===== config.mk =====
export PLATFORM = sky130hd
export DESIGN_NAME = fm_discriminator_demod
export DESIGN_NICKNAME = d
export VERILOG_FILES = /design/src/hdl/fmd_pkg.sv /design/src/hdl/fm_discriminator_demod.sv
export SDC_FILE = /design/constraint.sdc
export NUM_CORES = 1
export LEC_CHECK = 0
export BUFFER_PORTS_ARGS = -buffer_cell sky130_fd_sc_hd__buf_2
export CAP_MARGIN = 20
export CORE_MARGIN = 5
export CORE_UTILIZATION = 42
export CTS_CLUSTER_SIZE = 24
export DETAILED_ROUTE_END_ITERATION = 8
export PLACE_DENSITY_LB_ADDON = 0.05
export SLEW_MARGIN = 20
export SYNTH_ARGS = -nofsm -noshare
export SYNTH_HDL_FRONTEND = slang
export SYNTH_SLANG_ARGS = --single-unit

===== constraint.sdc =====
create_clock -name clk -period 8.4 [get_ports clk]
set_input_delay 1.26 -clock clk [delete_from_list [all_inputs] [get_ports clk]]
set_output_delay 1.26 -clock clk [all_outputs]
set_load 0.005 [all_outputs]

===== src/hdl/fmd_pkg.sv =====
// ----------------------------------------------------------------------------
// fmd_pkg
// Types and constants for the FM quadrature discriminator.
// ----------------------------------------------------------------------------
`default_nettype none

package fmd_pkg;

    localparam int SAMPLE_BITS      = 16;
    localparam int RESULT_FRAC_BITS = 12;
    localparam int OUT_W            = 16;

    // products, numerator, squared magnitude
    localparam int PROD_W = 2 * SAMPLE_BITS;
    localparam int NUM_W  = 2 * SAMPLE_BITS + 1;
    localparam int MAG_W  = 2 * SAMPLE_BITS;
    localparam int ANUM_W = 2 * SAMPLE_BITS;

    // divider: quotient bits kept, one more than the output
    localparam int QBITS = OUT_W + 1;
    localparam int CMP_W = MAG_W + QBITS;
    localparam int CNT_W = $clog2(QBITS + 1);

    localparam int MUL_STEPS = 4;

    localparam logic [QBITS-1:0] QUOT_MAX_POS = QBITS'(2 ** (OUT_W - 1) - 1);
    localparam logic [QBITS-1:0] QUOT_MAX_NEG = QBITS'(2 ** (OUT_W - 1));

    localparam logic [OUT_W-1:0] OUT_POS_LIMIT = {1'b0, {(OUT_W - 1){1'b1}}};
    localparam logic [OUT_W-1:0] OUT_NEG_LIMIT = {1'b1, {(OUT_W - 1){1'b0}}};

    typedef struct packed {
        logic signed [SAMPLE_BITS-1:0] i_sample;
        logic signed [SAMPLE_BITS-1:0] q_sample;
    } in_item_t;

    typedef struct packed {
        logic signed [OUT_W-1:0] demod_value;
        logic                    saturated;
    } out_item_t;

endpackage

`default_nettype wire


===== src/hdl/fm_discriminator_demod.sv =====
// ----------------------------------------------------------------------------
// fm_discriminator_demod
// FM quadrature discriminator: (Iprev*Q - Qprev*I) / (I*I + Q*Q), Q4.12 out.
// ----------------------------------------------------------------------------
// Items are taken one at a time: in_ready is high only in idle, so a new item
// waits until the last one has been presented. Each item makes four passes
// through the shared multiplier and the 18 steps of the restoring divider; it
// skips the divider when I = Q = 0 and stops after its first step on overflow.
// Reset: asynchronous, clears the previous sample to (0, 0) and the FSM to idle.
// ----------------------------------------------------------------------------
`default_nettype none

module fm_discriminator_demod #(
    parameter int RESULT_FRAC_BITS = fmd_pkg::RESULT_FRAC_BITS
) (
    input  wire                 clk,
    input  wire                 rst_n,
    input  wire                 in_valid,
    output logic                in_ready,
    input  fmd_pkg::in_item_t   in_item,
    output logic                out_valid,
    input  wire                 out_ready,
    output fmd_pkg::out_item_t  out_item
);

    localparam int SB     = fmd_pkg::SAMPLE_BITS;
    localparam int PROD_W = fmd_pkg::PROD_W;
    localparam int NUM_W  = fmd_pkg::NUM_W;
    localparam int MAG_W  = fmd_pkg::MAG_W;
    localparam int ANUM_W = fmd_pkg::ANUM_W;
    localparam int QBITS  = fmd_pkg::QBITS;
    localparam int CMP_W  = fmd_pkg::CMP_W;
    localparam int CNT_W  = fmd_pkg::CNT_W;
    localparam int OUT_W  = fmd_pkg::OUT_W;

    typedef enum logic [2:0] {
        ST_IDLE,
        ST_MUL,
        ST_PREP,
        ST_DIV,
        ST_FIN
    } state_t;

    state_t                   state_reg, state_next;
    logic [CNT_W-1:0]         cnt_reg, cnt_next;
    logic signed [SB-1:0]     prev_i_reg, prev_i_next;
    logic signed [SB-1:0]     prev_q_reg, prev_q_next;
    logic                     out_valid_reg, out_valid_next;
    fmd_pkg::out_item_t       out_item_reg, out_item_next;

    logic signed [SB-1:0]     cur_i_reg, cur_i_next;
    logic signed [SB-1:0]     cur_q_reg, cur_q_next;
    logic signed [PROD_W-1:0] prod_reg, prod_next;
    logic signed [NUM_W-1:0]  num_reg, num_next;
    logic [MAG_W-1:0]         mag_reg, mag_next;
    logic [CMP_W-1:0]         rem_reg, rem_next;
    logic [CMP_W-1:0]         dsh_reg, dsh_next;
    logic [QBITS-1:0]         quot_reg, quot_next;
    logic                     neg_reg, neg_next;
    logic                     ovf_reg, ovf_next;
    logic                     zero_reg, zero_next;

    logic signed [SB-1:0]     mul_a;
    logic signed [SB-1:0]     mul_b;
    logic signed [NUM_W-1:0]  num_abs;
    logic                     ge;
    logic [QBITS-1:0]         quot_neg;
    fmd_pkg::out_item_t       result;

    assign in_ready  = (state_reg == ST_IDLE);
    assign out_valid = out_valid_reg;
    assign out_item  = out_item_reg;

    // shared multiplier operand select
    always_comb
    begin
        case (cnt_reg)
            CNT_W'(0):
            begin
                mul_a = prev_i_reg;
                mul_b = cur_q_reg;
            end
            CNT_W'(1):
            begin
                mul_a = prev_q_reg;
                mul_b = cur_i_reg;
            end
            CNT_W'(2):
            begin
                mul_a = cur_i_reg;
                mul_b = cur_i_reg;
            end
            default:
            begin
                mul_a = cur_q_reg;
                mul_b = cur_q_reg;
            end
        endcase
    end

    assign num_abs  = num_reg[NUM_W-1] ? -num_reg : num_reg;
    assign ge       = (rem_reg >= dsh_reg);
    assign quot_neg = ~quot_reg + 1'b1;

    always_comb
    begin
        result.demod_value = '0;
        result.saturated   = 1'b0;
        if (zero_reg)
        begin
            result.demod_value = '0;
        end
        else if (neg_reg)
        begin
            if (ovf_reg || (quot_reg > fmd_pkg::QUOT_MAX_NEG))
            begin
                result.demod_value = fmd_pkg::OUT_NEG_LIMIT;
                result.saturated   = 1'b1;
            end
            else
            begin
                result.demod_value = quot_neg[OUT_W-1:0];
            end
        end
        else
        begin
            if (ovf_reg || (quot_reg > fmd_pkg::QUOT_MAX_POS))
            begin
                result.demod_value = fmd_pkg::OUT_POS_LIMIT;
                result.saturated   = 1'b1;
            end
            else
            begin
                result.demod_value = quot_reg[OUT_W-1:0];
            end
        end
    end

    always_comb
    begin
        state_next     = state_reg;
        cnt_next       = cnt_reg;
        prev_i_next    = prev_i_reg;
        prev_q_next    = prev_q_reg;
        out_valid_next = out_valid_reg;
        out_item_next  = out_item_reg;
        cur_i_next     = cur_i_reg;
        cur_q_next     = cur_q_reg;
        prod_next      = prod_reg;
        num_next       = num_reg;
        mag_next       = mag_reg;
        rem_next       = rem_reg;
        dsh_next       = dsh_reg;
        quot_next      = quot_reg;
        neg_next       = neg_reg;
        ovf_next       = ovf_reg;
        zero_next      = zero_reg;

        if (out_valid_reg && out_ready)
        begin
            out_valid_next = 1'b0;
        end

        unique case (state_reg)
            ST_IDLE:
            begin
                if (in_valid)
                begin
                    cur_i_next = in_item.i_sample;
                    cur_q_next = in_item.q_sample;
                    cnt_next   = '0;
                    state_next = ST_MUL;
                end
            end
            ST_MUL:
            begin
                prod_next = mul_a * mul_b;
                // accumulate the product of the previous step
                case (cnt_reg)
                    CNT_W'(1): num_next = NUM_W'(prod_reg);
                    CNT_W'(2): num_next = num_reg - NUM_W'(prod_reg);
                    CNT_W'(3): mag_next = prod_reg[MAG_W-1:0];
                    CNT_W'(4): mag_next = mag_reg + prod_reg[MAG_W-1:0];
                    default:   num_next = num_reg;
                endcase
                if (cnt_reg == CNT_W'(fmd_pkg::MUL_STEPS))
                begin
                    prev_i_next = cur_i_reg;
                    prev_q_next = cur_q_reg;
                    state_next  = ST_PREP;
                end
                else
                begin
                    cnt_next = cnt_reg + 1'b1;
                end
            end
            ST_PREP:
            begin
                neg_next  = num_reg[NUM_W-1];
                rem_next  = CMP_W'(num_abs[ANUM_W-1:0]) << RESULT_FRAC_BITS;
                dsh_next  = CMP_W'(mag_reg) << QBITS;
                quot_next = '0;
                ovf_next  = 1'b0;
                zero_next = (mag_reg == '0);
                cnt_next  = '0;
                state_next = (mag_reg == '0) ? ST_FIN : ST_DIV;
            end
            ST_DIV:
            begin
                if (ge)
                begin
                    rem_next = rem_reg - dsh_reg;
                end
                dsh_next = dsh_reg >> 1;
                if (cnt_reg == '0)
                begin
                    // first step only tests for a quotient beyond QBITS
                    if (ge)
                    begin
                        ovf_next   = 1'b1;
                        state_next = ST_FIN;
                    end
                    else
                    begin
                        cnt_next = cnt_reg + 1'b1;
                    end
                end
                else
                begin
                    quot_next = {quot_reg[QBITS-2:0], ge};
                    if (cnt_reg == CNT_W'(QBITS))
                    begin
                        state_next = ST_FIN;
                    end
                    else
                    begin
                        cnt_next = cnt_reg + 1'b1;
                    end
                end
            end
            ST_FIN:
            begin
                if (!out_valid_reg || out_ready)
                begin
                    out_item_next  = result;
                    out_valid_next = 1'b1;
                    state_next     = ST_IDLE;
                end
            end
            default:
            begin
                state_next = ST_IDLE;
            end
        endcase
    end

    always_ff @(posedge clk or negedge rst_n)
    begin
        if (!rst_n)
        begin
            state_reg     <= ST_IDLE;
            cnt_reg       <= '0;
            prev_i_reg    <= '0;
            prev_q_reg    <= '0;
            out_valid_reg <= 1'b0;
            out_item_reg  <= '0;
        end
        else
        begin
            state_reg     <= state_next;
            cnt_reg       <= cnt_next;
            prev_i_reg    <= prev_i_next;
            prev_q_reg    <= prev_q_next;
            out_valid_reg <= out_valid_next;
            out_item_reg  <= out_item_next;
        end
    end

    always_ff @(posedge clk)
    begin
        cur_i_reg <= cur_i_next;
        cur_q_reg <= cur_q_next;
        prod_reg  <= prod_next;
        num_reg   <= num_next;
        mag_reg   <= mag_next;
        rem_reg   <= rem_next;
        dsh_reg   <= dsh_next;
        quot_reg  <= quot_next;
        neg_reg   <= neg_next;
        ovf_reg   <= ovf_next;
        zero_reg  <= zero_next;
    end

    a_busy_after_accept: assert property (@(posedge clk) disable iff (!rst_n)
        in_valid && in_ready |=> !in_ready)
        else $error("input taken while an item is in progress");

    a_sat_at_limit: assert property (@(posedge clk) disable iff (!rst_n)
        out_valid && out_item.saturated |->
            (out_item.demod_value == fmd_pkg::OUT_POS_LIMIT) ||
            (out_item.demod_value == fmd_pkg::OUT_NEG_LIMIT))
        else $error("saturated flag without a limit value");

    a_div_nonzero: assert property (@(posedge clk) disable iff (!rst_n)
        state_reg == ST_DIV |-> (mag_reg != '0) && (dsh_reg != '0))
        else $error("divider running with zero divisor");

    a_div_count: assert property (@(posedge clk) disable iff (!rst_n)
        state_reg == ST_DIV |-> cnt_reg <= CNT_W'(QBITS))
        else $error("divider step count out of range");

    a_fin_to_out: assert property (@(posedge clk) disable iff (!rst_n)
        state_reg == ST_FIN && (!out_valid || out_ready) |=> out_valid && in_ready)
        else $error("finished item not presented");

endmodule

`default_nettype wire

# == Word-level counts from Yosys, hierarchy flattened ==
# Cells that the tools add are included.
# classes
n_addsub,6
mul,1
n_lt_le_gt_ge,3
n_eq_ne,20
muxes,37
n_bitwise,1
n_reduce_logical,23
# op_table
cell,count
$pmux W49 S2,2
$pmux W33 S2,1
$mux W16,4
$pmux W32 S2,1
$ge A49 B49 Y1,1
$mux W49,1
$sub A49 B49 Y49,1
$pmux W16 S3,1
$mux W17,2
$pmux W17 S2,1
$sub A33 B32 Y33,1
$add A32 B32 Y32,1
$logic_not A32 Y1,1
$mul A16 B16 Y32,1
$mux W32,1
$neg A32 Y32,1
$mux W5,5
$mux W3,7
$pmux W5 S4,1
$gt A17 B15 Y1 const B,1
$gt A17 B16 Y1 const B,1
$add A16 B1 Y16 const B,1
$not A16 Y16,1
$pmux W3 S5,1
other kinds (23),52
# totals
regBits,305
in_bits,36
out_inout_bits,19
wordCells,109

# == Depth between registers and ports, before layout ==
# logic_depth
depth_word,5
depth_mapped,34
ltp_nobuf,33

# == Worst setup path after synthesis ==
# No wires, ideal clock.
# synth_path
path_type,reg2reg
from,reg cnt_reg[4]
to,reg prod_reg[31] (data pin)
setup_ns,0.259
arrival_time_ns,7.453
t_required_ns,8.141
slack_ns,0.688
stages_incl_launch_ff,29
path_buffers,2
synth_period_minus_slack_ns,7.712
cell_sequence,dfrtp_1 > nor3_1 > nand2_1 > o21ai_1 > buf_1 > buf_1 > mux2i_1 > nor2_1 > fa_1 > inv_1 > fa_1 > fa_1 > inv_1 > fa_1 > fa_1 > inv_1 > fa_1 > inv_1 > ha_1 > a21o_1 > a21o_1 > a21oi_1 > o21ai_0 > o311a_1 > a21oi_1 > a21oi_1 > a211oi_1 > a21oi_1 > xnor2_1
# synth_between
elab_chain_cells,4
word_cells_on_any_way,7
cone_classes,mul (1); eq/ne (2); mux (2); reduce/logical (2)
# synth_lines
item,line_no,source
start: declaration,fm_discriminator_demod.sv:45,"logic [CNT_W-1:0] cnt_reg, cnt_next;"
start signal: assignment,fm_discriminator_demod.sv:271,cnt_reg <= cnt_next;
$eq A5 B2 Y1 or $eq A5 B1 Y1 (tied branches),fm_discriminator_demod.sv:77,case (cnt_reg)
$reduce_or A2 Y1 (no source line),-,
$mux W16,fm_discriminator_demod.sv:77,
$mul A16 B16 Y32 *,fm_discriminator_demod.sv:177,prod_next = mul_a * mul_b;
end signal: assignment,fm_discriminator_demod.sv:283,prod_reg <= prod_next;
end: declaration,fm_discriminator_demod.sv:53,"logic signed [PROD_W-1:0] prod_reg, prod_next;"
# Every way passes the cells marked *; elsewhere a longest branch is shown, timed or not.
# A chain may end at the register's enable or synchronous reset.

# == Worst setup path in the final report ==
# layout_path
from,reg cnt_reg[0]
to,reg prod_reg[31] (data pin)
# Same word-level chain as after synthesis.

==> summary.md <==
| Metric | Value |
|---|---|
| Status | `completed` |
| Area grow syn2layout | `10.3%` |
| Worst-Margin Slew | `approximately 1.0 ns` |
| CP max FO | `13` |
| Setup violations, final | `0` |
| Htree depth | `2` |
| Global route overflow | `0` |
| Kind of cell adding the most delay to the critical path | `adder cells` |
| Initial antenna violation count | `1` |
| Die area | `about 74,000 um2` |
| Worst min-delay path category | `reg2reg` |
| Critical path arrival | `8.31 ns` |
| Post-Route WL | `77,300 um` |
| Vias per inst | `5.38` |
| Clock Latency Late Sink | `0.57 ns` |
| Max clock buf depth | `3` |
| Yosys top cell by area | `edfxtp_1` |
| Critical Path Start Type | `flop` |
| Rows | `95` |
| Die height | `~270 um` |
| Drt drc | `0` |
| Routed Antenna Nets | `0` |
| Mapped Nets | `3,535` |
| Largest cells by area after synthesis | `edfxtp_1 (26%), fa_1 (18%), ha_1 (8.8%)` |
| Period minus WS final | `between 8 and 9 ns` |
| # port buffers | `54` |
| Period utilization | `0.956` |
| Number of synthesized flops with an enable pin | `247` |
| Core area | `67,500 um2` |
| Post-DR wirelength/cell | `19.3 um` |
| Total Nets Final | `3,607` |
| FFs w/ async S/R, synth | `0.190` |
| Final TNS setup | `0 ns` |
| First drt pass iteration count | `6` |
| Slowest stage delay, CP | `0.59 ns` |
| First-pass GRT wire length | `123,000 um` |
| Main flop type after synthesis | `edfxtp_1` |
| Chip width | `between 200 and 300 um` |
| Initial Utilization | `0.426` |
| Share of the synthesized area in the top cell type | `0.258` |
| FILL cells | `6,478` |
| Max-slew headroom | `0.300` |
| Fmax achieved | `125 MHz` |
| Clock buffer count from CTS | `41` |
| Maxcap violations | `0` |
| Pins Over Slew Limit | `0` |
| Gpl congestion | `0.938` |
| Share of cells above drive strength 1 | `0.0730` |
| Synth cell types | `83` |
| Yosys Warn Count | `0` |
| Routed vias | `21,557` |
| Vias in the first global route | `22,259` |
| Crit Path Category | `reg2reg` |
| Final Hold Fails | `0` |
| Largest net degree at the start of global routing | `83` |
| CTS tree | `yes` |
| RSZ-0062 raised after global routing | `no` |
| Clock Skew | `0.0310 ns` |
| Avg Cell Area, Syn | `9.47 um2` |
| Most frequent cells in the layout | `inv_1 (431), nand2_1 (355), nor2_1 (267)` |
| Critical path buffers and inverters | `5` |
| Commonest non-fill, non-tap cell in the layout | `inv_1` |
| Clock Tree Root | `clkbuf_16` |
| Clk sinks | `305` |
| CP required | `about 8.7 ns` |
| DP HPWL | `62,100 um` |
| Clock transition at the registers of the reported paths | `0.06 ns` |
| DRT iter0 DRCs | `1,242` |
| Most used cell along the critical path | `fa_1` |
| #FFs+latches synth | `305` |
| Setup crit end kind | `flop` |
| All-Layer GR Usage | `0.208` |
| I/O pin cnt | `55` |
| Post-Synthesis Cells | `3,033` |
| Slowest cell on crit path | `fa_1` |
| Sequential share of the synthesized area | `0.309` |
| Synth Cell Area | `28,700 um2` |
-- kinds of logic after synthesis --
| group | Yosys count | synth area share |
|---|---|---|
| and+or+nand+nor | 889 | 0.140 |
| AOI/OAI and AO/OA | 614 | 0.136 |
| buffers and inverters | 532 | 0.0698 |
| adders and majority gates | 466 | 0.272 |
| DFF | 305 | 0.309 |
| xor gates and xnor gates | 161 | 0.0491 |
| muxes | 66 | 0.0250 |
-- per-layer routing --
layer / part of all wire / track usage / up-vias
met1: 0.43 / 0.269 / 10561
met5: 0 / 0 / -
met2: 0.49 / 0.361 / 446
li1: - / - / 10415
met4: 0.035 / 0.0689 / 0
met3: 0.043 / 0.0280 / 135
-- final cells by class --
type / instances / area [um2] / share of cell area
multi-input cells: 2196 / 17900 / 0.565
flip-flops and latches: 305 / 8870 / 0.280
inverters: 436 / 1640 / 0.0516
clock buffers: 58 / 1250 / 0.0394
well taps: 873 / 1090 / 0.0345
repair buffers: 125 / 803 / 0.0253
clock inverters: 15 / 134 / 0.00422
diodes: 2 / 5.00 / 0.000158
-- worst min-delay path, stage by stage, from the launching register on --
cell     delay [ns]
dfrtp_1        0.34
nand2_1        0.05
o41ai_1        0.06
-- per-stage QoR --
stage                util  instance area (um2)  std cells  hold slack [ns]  setup slack (ns)
detailed placement  0.448                30200       3926            0.473             0.236
global placement    0.448                30200       3926            0.463             0.342
finish              0.470                31700       4010            0.481             0.370
CTS                 0.468                31600       3999            0.488             0.199
global route        0.469                31700       4008            0.499           0.00849
floorplan               -                28700       3033            0.463             0.688
-- synth_stat cells, types with 9 or more instances --
master / count
nand3_1: 22
nor3_1: 34
o21ai_1: 160
inv_1: 431
a22o_1: 14
a31oi_1: 21
o31ai_1: 29
nand4_1: 34
nand2b_1: 33
nor2_1: 269
nand2_1: 358
edfxtp_1: 247
nor2b_1: 22
and3_1: 29
dfrtp_1: 58
o41ai_1: 9
a211oi_1: 11
clkbuf_1: 77
xor2_1: 47
xnor2_1: 114
and4_1: 14
nor4_1: 14
o21a_1: 31
o21ai_0: 37
buf_1: 18
mux2_2: 9
a21o_1: 66
a21oi_1: 136
mux2_1: 36
o21bai_1: 21
fa_1: 265
ha_1: 201
and2_1: 12
mux2i_1: 21
or3_1: 17
-- final timing paths --
kind	from	to	slack [ns]	cells past startpoint
worst max-delay path	cnt_reg[0]	prod_reg[31]	0.37	29
worst min-delay path	out_item[16]	out_item[16]	0.48	2
worst max register to register	cnt_reg[0]	prod_reg[31]	0.37	29
worst min register to register	out_item[16]	out_item[16]	0.48	2
max in group asynchronous	rst_n	prev_q_reg[11]	7.01	2
min in group asynchronous	rst_n	out_item[1]	0.82	2
-- repair_timing --
item,4_1_cts,5_1_grt
endpoints found under the setup margin,0,3
gates resized for setup,0,3
buffers inserted,0,9
hold buffers,0,0
Power is not shown: default switching activity piles up to over one toggle a cycle in this logic, so the estimate is an artifact.
